===== config.mk =====
export PLATFORM = sky130hd
export DESIGN_NAME = periodic_task_timer_table_core_flat
export DESIGN_NICKNAME = d
export VERILOG_FILES = /design/src/sv/ptt_pkg.sv /design/src/sv/ptt_if.sv /design/src/sv/ptt_ctrl.sv /design/src/sv/ptt_dpath.sv /design/src/sv/periodic_task_timer_table_core.sv /design/src/flat_wrapper.sv
export SDC_FILE = /design/constraint.sdc
export NUM_CORES = 1
export LEC_CHECK = 0
export BUFFER_PORTS_ARGS = -buffer_cell sky130_fd_sc_hd__buf_2
export CAP_MARGIN = 25
export CORE_MARGIN = 2
export CORE_UTILIZATION = 45
export CTS_CLUSTER_SIZE = 25
export DETAILED_ROUTE_END_ITERATION = 8
export PLACE_DENSITY = 0.58
export SYNTH_ARGS = -nofsm -noshare
export SYNTH_HDL_FRONTEND = slang
export SYNTH_SLANG_ARGS = --single-unit

===== constraint.sdc =====
create_clock -name clk -period 7.1 [get_ports clk]
set_input_delay 1.065 -clock clk [delete_from_list [all_inputs] [get_ports clk]]
set_output_delay 1.065 -clock clk [all_outputs]
set_load 0.02 [all_outputs]

===== src/sv/ptt_pkg.sv =====
// Package of the periodic timer table core: field widths, request and result codes,
// and the command and status structs between controller and datapath. No dependencies.
`timescale 1ns / 1ps

package ptt_pkg;

    localparam int REQ_W  = 2;
    localparam int NOW_W  = 32;
    localparam int IVL_W  = 31;
    localparam int SLOT_W = 4;
    localparam int KIND_W = 2;

    localparam logic [REQ_W-1:0] REQ_ADD    = 2'd0;
    localparam logic [REQ_W-1:0] REQ_PAUSE  = 2'd1;
    localparam logic [REQ_W-1:0] REQ_RESUME = 2'd2;
    localparam logic [REQ_W-1:0] REQ_TICK   = 2'd3;

    localparam logic [KIND_W-1:0] KIND_FIRED = 2'd0;
    localparam logic [KIND_W-1:0] KIND_ACK   = 2'd1;
    localparam logic [KIND_W-1:0] KIND_DONE  = 2'd2;
    localparam logic [KIND_W-1:0] KIND_ERROR = 2'd3;

    // Commands from the controller to the datapath.
    typedef struct packed {
        logic capture;    // latch the incoming request
        logic cur_clear;  // restart the slot cursor
        logic op_commit;  // apply add, pause or resume and load its result
        logic tick_step;  // finish the current slot of a tick
        logic done_emit;  // load the tick done result
    } ptt_cmd_t;

    // Status from the datapath to the controller.
    typedef struct packed {
        logic out_free;   // output register can take a result this cycle
        logic tick_empty; // no used slots
        logic cur_last;   // cursor sits on the last used slot
        logic need_out;   // current slot is due and active
    } ptt_sts_t;

endpackage


===== src/sv/ptt_if.sv =====
// Request and result channel interfaces of the periodic timer table core.
// Depends on ptt_pkg for the field widths.
`timescale 1ns / 1ps

interface ptt_req_if;
    logic                          valid;
    logic                          ready;
    logic [ptt_pkg::REQ_W-1:0]     req_type;
    logic [ptt_pkg::NOW_W-1:0]     now_ms;
    logic [ptt_pkg::IVL_W-1:0]     interval_ms;
    logic [ptt_pkg::SLOT_W-1:0]    slot;

    modport source (output valid, output req_type, output now_ms, output interval_ms,
                    output slot, input ready);
    modport sink   (input valid, input req_type, input now_ms, input interval_ms,
                    input slot, output ready);
endinterface

interface ptt_rsp_if;
    logic                          valid;
    logic                          ready;
    logic [ptt_pkg::KIND_W-1:0]    kind;
    logic [ptt_pkg::SLOT_W-1:0]    slot_out;
    logic                          last;

    modport source (output valid, output kind, output slot_out, output last, input ready);
    modport sink   (input valid, input kind, input slot_out, input last, output ready);
endinterface


===== src/sv/ptt_ctrl.sv =====
// Controller state machine of the periodic timer table core.
// Depends on ptt_pkg for the request codes and the command and status structs.
`timescale 1ns / 1ps

module ptt_ctrl (
    input  logic                        clk,
    input  logic                        rst_n,
    input  logic                        req_valid,
    input  logic [ptt_pkg::REQ_W-1:0]   req_type,
    output logic                        req_ready,
    input  ptt_pkg::ptt_sts_t           sts,
    output ptt_pkg::ptt_cmd_t           cmd
);
    import ptt_pkg::*;

    localparam logic [2:0] S_IDLE  = 3'd0;
    localparam logic [2:0] S_OP    = 3'd1;
    localparam logic [2:0] S_TREAD = 3'd2;
    localparam logic [2:0] S_TEVAL = 3'd3;
    localparam logic [2:0] S_TDONE = 3'd4;

    logic [2:0] state_reg;
    logic [2:0] state_next;

    assign req_ready = (state_reg == S_IDLE);

    always_comb
    begin
        state_next = state_reg;
        cmd        = '0;
        case (state_reg)
            S_IDLE:
            begin
                if (req_valid)
                begin
                    cmd.capture = 1'b1;
                    if (req_type == REQ_TICK)
                    begin
                        cmd.cur_clear = 1'b1;
                        state_next    = sts.tick_empty ? S_TDONE : S_TREAD;
                    end
                    else
                    begin
                        state_next = S_OP;
                    end
                end
            end
            S_OP:
            begin
                if (sts.out_free)
                begin
                    cmd.op_commit = 1'b1;
                    state_next    = S_IDLE;
                end
            end
            S_TREAD:
            begin
                state_next = S_TEVAL;
            end
            S_TEVAL:
            begin
                // A slot that emits nothing never waits on the output.
                if (!sts.need_out || sts.out_free)
                begin
                    cmd.tick_step = 1'b1;
                    state_next    = sts.cur_last ? S_TDONE : S_TREAD;
                end
            end
            S_TDONE:
            begin
                if (sts.out_free)
                begin
                    cmd.done_emit = 1'b1;
                    state_next    = S_IDLE;
                end
            end
            default:
            begin
                state_next = S_IDLE;
            end
        endcase
    end

    always_ff @(posedge clk or negedge rst_n)
    begin
        if (!rst_n)
        begin
            state_reg <= S_IDLE;
        end
        else
        begin
            state_reg <= state_next;
        end
    end

endmodule


===== src/sv/ptt_dpath.sv =====
// Datapath of the periodic timer table core: slot stores, active marks, slot count,
// tick cursor, due compare and the result register. Depends on ptt_pkg and ptt_if.
`timescale 1ns / 1ps

module ptt_dpath #(
    parameter int SLOTS = 16
) (
    input  logic                        clk,
    input  logic                        rst_n,
    input  logic [ptt_pkg::REQ_W-1:0]   req_type,
    input  logic [ptt_pkg::NOW_W-1:0]   now_ms,
    input  logic [ptt_pkg::IVL_W-1:0]   interval_ms,
    input  logic [ptt_pkg::SLOT_W-1:0]  slot,
    input  ptt_pkg::ptt_cmd_t           cmd,
    output ptt_pkg::ptt_sts_t           sts,
    ptt_rsp_if.source                   rsp
);
    import ptt_pkg::*;

    localparam int CNT_W = $clog2(SLOTS + 1);
    localparam int IDX_W = (SLOTS > 1) ? $clog2(SLOTS) : 1;
    localparam int SEL_W = (CNT_W > SLOT_W) ? CNT_W : SLOT_W;

    // Latched request.
    logic [REQ_W-1:0]  rq_type_reg;
    logic [NOW_W-1:0]  now_reg;
    logic [IVL_W-1:0]  ivl_reg;
    logic [SLOT_W-1:0] sel_reg;

    // Table state.
    logic [CNT_W-1:0]  count_reg;
    logic [CNT_W-1:0]  count_next;
    logic [SLOTS-1:0]  active_reg;
    logic [SLOTS-1:0]  active_next;
    logic [IDX_W-1:0]  cursor_reg;
    logic [IDX_W-1:0]  cursor_next;

    logic [IVL_W-1:0]  ivl_mem [SLOTS];
    logic [NOW_W-1:0]  lt_mem  [SLOTS];
    logic [IVL_W-1:0]  ivl_rd_reg;
    logic [NOW_W-1:0]  lt_rd_reg;

    // Result register.
    logic              out_valid_reg;
    logic              out_valid_next;
    logic [KIND_W-1:0] out_kind_reg;
    logic [KIND_W-1:0] out_kind_next;
    logic [SLOT_W-1:0] out_slot_reg;
    logic [SLOT_W-1:0] out_slot_next;
    logic              out_last_reg;
    logic              out_last_next;

    logic              table_full;
    logic [SEL_W-1:0]  sel_ext;
    logic              sel_ok;
    logic [IDX_W-1:0]  sel_idx;
    logic [IDX_W-1:0]  add_idx;
    logic [NOW_W-1:0]  due_time;
    logic              due;
    logic              ivl_we;
    logic              lt_we;
    logic [IDX_W-1:0]  wr_addr;
    logic [NOW_W-1:0]  lt_wdata;

    assign table_full = (count_reg == CNT_W'(SLOTS));
    assign sel_ext    = SEL_W'(sel_reg);
    assign sel_ok     = (sel_ext < SEL_W'(count_reg));
    assign sel_idx    = sel_ext[IDX_W-1:0];
    assign add_idx    = count_reg[IDX_W-1:0];

    // Wrapping 32-bit sum, unsigned compare.
    assign due_time = lt_rd_reg + NOW_W'(ivl_rd_reg);
    assign due      = (now_reg >= due_time);

    assign sts.out_free   = !out_valid_reg || rsp.ready;
    assign sts.tick_empty = (count_reg == '0);
    assign sts.cur_last   = ((CNT_W'(cursor_reg) + CNT_W'(1)) == count_reg);
    assign sts.need_out   = due && active_reg[cursor_reg];

    assign rsp.valid    = out_valid_reg;
    assign rsp.kind     = out_kind_reg;
    assign rsp.slot_out = out_slot_reg;
    assign rsp.last     = out_last_reg;

    always_comb
    begin
        count_next     = count_reg;
        active_next    = active_reg;
        cursor_next    = cursor_reg;
        out_valid_next = out_valid_reg && !rsp.ready;
        out_kind_next  = out_kind_reg;
        out_slot_next  = out_slot_reg;
        out_last_next  = out_last_reg;
        ivl_we         = 1'b0;
        lt_we          = 1'b0;
        wr_addr        = cursor_reg;
        lt_wdata       = now_reg;

        if (cmd.cur_clear)
        begin
            cursor_next = '0;
        end

        if (cmd.op_commit)
        begin
            out_valid_next = 1'b1;
            out_last_next  = 1'b1;
            case (rq_type_reg)
                REQ_ADD:
                begin
                    if (table_full)
                    begin
                        out_kind_next = KIND_ERROR;
                        out_slot_next = '0;
                    end
                    else
                    begin
                        ivl_we               = 1'b1;
                        lt_we                = 1'b1;
                        wr_addr              = add_idx;
                        active_next[add_idx] = 1'b1;
                        count_next           = count_reg + CNT_W'(1);
                        out_kind_next        = KIND_ACK;
                        out_slot_next        = SLOT_W'(count_reg);
                    end
                end
                REQ_PAUSE, REQ_RESUME:
                begin
                    out_slot_next = sel_reg;
                    if (sel_ok)
                    begin
                        active_next[sel_idx] = (rq_type_reg == REQ_RESUME);
                        out_kind_next        = KIND_ACK;
                    end
                    else
                    begin
                        out_kind_next = KIND_ERROR;
                    end
                end
                default:
                begin
                    out_kind_next = KIND_ERROR;
                    out_slot_next = '0;
                end
            endcase
        end

        if (cmd.tick_step)
        begin
            lt_we       = due;
            cursor_next = cursor_reg + IDX_W'(1);
            if (due && active_reg[cursor_reg])
            begin
                out_valid_next = 1'b1;
                out_kind_next  = KIND_FIRED;
                out_slot_next  = SLOT_W'(cursor_reg);
                out_last_next  = 1'b0;
            end
        end

        if (cmd.done_emit)
        begin
            out_valid_next = 1'b1;
            out_kind_next  = KIND_DONE;
            out_slot_next  = '0;
            out_last_next  = 1'b1;
        end
    end

    always_ff @(posedge clk)
    begin
        if (cmd.capture)
        begin
            rq_type_reg <= req_type;
            now_reg     <= now_ms;
            ivl_reg     <= interval_ms;
            sel_reg     <= slot;
        end
        out_kind_reg <= out_kind_next;
        out_slot_reg <= out_slot_next;
        out_last_reg <= out_last_next;
    end

    // Slot stores: one write and one registered read per cycle.
    always_ff @(posedge clk)
    begin
        if (ivl_we)
        begin
            ivl_mem[wr_addr] <= ivl_reg;
        end
        if (lt_we)
        begin
            lt_mem[wr_addr] <= lt_wdata;
        end
        ivl_rd_reg <= ivl_mem[cursor_reg];
        lt_rd_reg  <= lt_mem[cursor_reg];
    end

    always_ff @(posedge clk or negedge rst_n)
    begin
        if (!rst_n)
        begin
            count_reg     <= '0;
            active_reg    <= '0;
            cursor_reg    <= '0;
            out_valid_reg <= 1'b0;
        end
        else
        begin
            count_reg     <= count_next;
            active_reg    <= active_next;
            cursor_reg    <= cursor_next;
            out_valid_reg <= out_valid_next;
        end
    end

endmodule


===== src/sv/periodic_task_timer_table_core.sv =====
// Top level of the periodic timer table core: controller plus datapath.
// Depends on ptt_pkg, ptt_if, ptt_ctrl and ptt_dpath.
//
//   Channel  Direction  Payload                                  Handshake
//   req      in         req_type, now_ms, interval_ms, slot      valid / ready
//   rsp      out        kind, slot_out, last                     valid / ready
//
// Add, pause and resume go through the accepting state and a commit state; a tick with
// N used slots goes through the accepting cycle, a store read and a compare per slot, and
// the done result. Reset clears the state machine, slot count, cursor, active marks and
// result valid; the slot stores are not cleared, as only used slots are read.
// A result that waits on rsp.ready holds the walk; a new request is taken while the last
// result of the previous one still waits.
`timescale 1ns / 1ps

module periodic_task_timer_table_core #(
    parameter int SLOTS = 16
) (
    input  logic       clk,
    input  logic       rst_n,
    ptt_req_if.sink    req,
    ptt_rsp_if.source  rsp
);
    import ptt_pkg::*;

    // Command and status between the state machine and the datapath.
    ptt_cmd_t cmd;
    ptt_sts_t sts;
    logic     ctrl_ready;

    // The request channel is ready only while the controller is idle; the
    // request fields are latched by the datapath on the accepting edge.
    assign req.ready = ctrl_ready;

    ptt_ctrl u_ctrl (
        .clk       (clk),
        .rst_n     (rst_n),
        .req_valid (req.valid),
        .req_type  (req.req_type),
        .req_ready (ctrl_ready),
        .sts       (sts),
        .cmd       (cmd)
    );

    // The datapath owns the slot stores, the marks, the count, the cursor of a
    // tick walk and the result register that drives the rsp channel.
    ptt_dpath #(
        .SLOTS (SLOTS)
    ) u_dpath (
        .clk         (clk),
        .rst_n       (rst_n),
        .req_type    (req.req_type),
        .now_ms      (req.now_ms),
        .interval_ms (req.interval_ms),
        .slot        (req.slot),
        .cmd         (cmd),
        .sts         (sts),
        .rsp         (rsp)
    );

endmodule


===== src/flat_wrapper.sv =====
// flat-port wrapper written by rule: the top's interface ports become plain ports
module periodic_task_timer_table_core_flat import ptt_pkg::*;
#(
    parameter int SLOTS = 16
)
  (clk, rst_n, req_valid, req_req_type, req_now_ms, req_interval_ms, req_slot, req_ready, rsp_valid, rsp_kind, rsp_slot_out, rsp_last, rsp_ready);
  ptt_req_if req_i ();
  ptt_rsp_if rsp_i ();
  input  logic clk;
  input  logic rst_n;
  input wire logic [$bits(req_i.valid)-1:0] req_valid;
  input wire logic [$bits(req_i.req_type)-1:0] req_req_type;
  input wire logic [$bits(req_i.now_ms)-1:0] req_now_ms;
  input wire logic [$bits(req_i.interval_ms)-1:0] req_interval_ms;
  input wire logic [$bits(req_i.slot)-1:0] req_slot;
  output wire logic [$bits(req_i.ready)-1:0] req_ready;
  output wire logic [$bits(rsp_i.valid)-1:0] rsp_valid;
  output wire logic [$bits(rsp_i.kind)-1:0] rsp_kind;
  output wire logic [$bits(rsp_i.slot_out)-1:0] rsp_slot_out;
  output wire logic [$bits(rsp_i.last)-1:0] rsp_last;
  input wire logic [$bits(rsp_i.ready)-1:0] rsp_ready;
  assign req_i.valid = req_valid;
  assign req_i.req_type = req_req_type;
  assign req_i.now_ms = req_now_ms;
  assign req_i.interval_ms = req_interval_ms;
  assign req_i.slot = req_slot;
  assign req_ready = req_i.ready;
  assign rsp_valid = rsp_i.valid;
  assign rsp_kind = rsp_i.kind;
  assign rsp_slot_out = rsp_i.slot_out;
  assign rsp_last = rsp_i.last;
  assign rsp_i.ready = rsp_ready;
  periodic_task_timer_table_core #(.SLOTS(SLOTS)) u_core (.clk(clk), .rst_n(rst_n), .req(req_i), .rsp(rsp_i));
endmodule

==> flow_summary.yaml <==
sta:
  finalHoldViolCount: 0
  finalCritPeriodShare: 0.8311
  finalSetupViolCount: 0
  holdWs_ps: 409.6
  worstMarginPinSlew_ps: 1066
  tns_ps: 0
  finalCriticalPeriod_ps: 5901
  slew_headroom: 0.2828
  setup_slack_ps: 1199
  fmax_mhz: 169.5
  rsz0062_at_grt: "false"
  fin_worst_skew_ps: 35.37
  slew_violations: 0
routing:
  first_pass_iters: 7
  num_vias: 22113
  drc_errors: 0
  drt_iter0_drc: 2333
  via_per_inst: 5.824
  drt-total-wl_um: 105200
  wl_per_cell_um: 27.72
  drtAntennaViolNets: 0
cts:
  cts_resized: 0
  ctsHoldBuffers: 0
  post_cts_buffers: 0
  cts_buffers: 120
  tritoncts: "done"
  htreeDepth: 3
  clk_latency_ps: 710
  clock-sinks: 1176
  clk_path_buf_depth: 3
  path_clk_slew_ps: 60
  clockRootBuffer: "clkbuf_16"
global_routing:
  grt_pass1_wl_um: 154900
  grt_max_degree: 108
  track_usage: 0.2046
  grt_overflow: 0
  antenna_found_initial: 8
  grt_pass1_vias: 22615
setup_path:
  ff2ff_setup_slack_ps: 1200
  cp.arrival_ps: 6230
  crit_family: "simple AND/OR/NAND/NOR gates"
  cpMaxStageDelayCell: "or4_1"
  path_buf_inv: 2
  critPathMaxStageDelay_ps: 530
  start_kind: "register"
  end_kind: "register"
  worstSetupPathType: "reg -> reg"
  cp_max_fo: 29
  crit_chain: "ha_1 > a211oi_1 > nor2_1 > or4_1 > a31oi_1 > a21boi_1 > a311o_1 > nor2b_1 > nor3_1 > o41ai_1 > ha_1 > nand4_1 > or4_1 > nand3_1 > o21bai_2 > o21ai_2 > buf_4 > nor3_2 > buf_4"
  required_ps: 7430
floorplan:
  core_um2: 101400
  std_cell_rows: 117
  die_w_um: 323.5
  pin_count: 82
  dieArea_um2: 104700
  start_util: 0.4528
  die_y_um: 323.5
finish:
  final_nets: 2467
  max_flop_register: "u_core.u_dpath.lt_mem"
  multi_input_area_um2: 11200
  top_regs: "u_core.u_dpath.lt_mem: 512 flops, u_core.u_dpath.ivl_mem: 496 flops"
  drive_gt1_frac: 0.2803
  design_area_um2: 52200
  syn_to_final_growth_pct: 13.64
  fillCellCount: 7937
  regArea_um2: 34480
  largest_reg_flops: 512
flow_run:
  cap_violations: 0
logic_synthesis:
  synth_top_area_frac: 0.7040
  seq_area_frac_synth: 0.7503
  yosysWarnings: 0
  ys_ff_latch: 1176
  netlist_area_um2: 45940
  synth_flop_cell: "edfxtp_1"
  yosys-top-cells-area: "edfxtp_1 70%, mux4_2 16%, dfxtp_1 3.1%"
  synthArstFlopShare: 0.02466
  syn_avg_cell_area_um2: 21.29
  yosys.area.top_type: "edfxtp_1"
  synth.distinct_cells: 65
  synth_edf_count: 1077
  synth_fp_nets: 2306
  synth_cells: 2158
power_and_ir_drop:
  p_leak_nw: 16.83
  p_per_area_nw_per_um2: 433.8
  p_total_w: 0.02265
  vdd_drop_max_uv: 407.9
min_path:
  min_path_type: "in -> async"
place:
  io_buffers: 81
  globalplace.congestion: 0.8415
  placed_cell_area_um2: 48330
  dpl_worst_slack_ps: 1225
  place_hpwl_um: 62860
status:
  status: "completed"
==> cells by family after synthesis <==
kind of cell,after synthesis,share of synthesized area
multiplexers,330,0.1592
XOR/XNOR,33,0.006292
AND/OR/NAND/NOR,199,0.02135
flip-flops,1176,0.7503
AO/OA/AOI/OAI,225,0.03192
adder cells (fa/ha/maj),75,0.02059
buffers and inverters,120,0.01032
==> layer usage <==
metal | up-vias | global-route usage | part of all wire
li1 | 9399 | - | -
met1 | 11854 | 0.3091 | 0.46
met2 | 725 | 0.3205 | 0.47
met3 | 135 | 0.02772 | 0.053
met4 | 0 | 0.04393 | 0.017
met5 | - | 0 | 0
==> stage by stage <==
stage,cells,utilization
after floorplan,2158,-
after global placement,3560,0.4759
after detailed placement,3563,0.4764
after CTS,3792,0.5139
after global routing,3795,0.5145
final,3797,0.5145
==> area by class of cell <==
class                           count  area share
Multi-Input combinational cell    862      0.2145
Clock buffer                      170     0.06462
Timing Repair Buffer              138     0.01745
Inverter                           21    0.001510
Tap cell                         1368     0.03279
Sequential cell                  1176      0.6606
Clock inverter                     59    0.008365
Antenna cell                        3   0.0001438
==> path summary, 6_finish.rpt <==
check	cells past startpoint	startpoint	endpoint
max	19	u_core.u_dpath.ivl_rd_reg[8]	u_core.u_dpath.lt_mem[4][19]
min	1	rst_n	u_core.u_dpath.cursor_reg[1]
max reg2reg	19	u_core.u_dpath.ivl_rd_reg[8]	u_core.u_dpath.lt_mem[4][19]
min reg2reg	2	u_core.u_dpath.rsp.kind[0]	u_core.u_dpath.rsp.kind[0]
max in group asynchronous	1	rst_n	u_core.u_dpath.cursor_reg[3]
min in group clk	2	u_core.u_dpath.rsp.kind[0]	u_core.u_dpath.rsp.kind[0]
==> layout by cell type, fill, tap and decap left out, types with 37 or more instances in the layout <==
cell type	count
nand2_1	37
buf_2	81
clkbuf_16	122
a21oi_1	64
ha_1	74
mux4_2	320
o21ai_0	39
edfxtp_1	1077
dfxtp_1	70
buf_4	52
==> Yosys cell counts, types with 10 or more instances <==
| cell type | count |
|---|---|
| o21ai_0 | 39 |
| o22a_1 | 15 |
| clkbuf_1 | 74 |
| a31oi_1 | 26 |
| nor3_1 | 33 |
| nand3_1 | 17 |
| nand2b_1 | 11 |
| mux4_2 | 320 |
| ha_1 | 74 |
| a21o_1 | 26 |
| edfxtp_1 | 1077 |
| xnor2_1 | 18 |
| buf_1 | 21 |
| dfrtp_1 | 29 |
| nor2_1 | 52 |
| nand2_1 | 37 |
| nor2b_1 | 10 |
| dfxtp_1 | 70 |
| a21oi_1 | 64 |
| inv_1 | 21 |
| xor2_1 | 15 |
==> report_power, final <==
| group | switching (W) | leakage (nW) | total [W] | internal [W] |
|---|---|---|---|---|
| registers | 0.000827 | 10.6 | 0.00931 | 0.00849 |
| logic | 0.00395 | 4.32 | 0.00730 | 0.00334 |
| clock network | 0.00259 | 1.87 | 0.00604 | 0.00345 |
(Power assumes the default switching activity.)
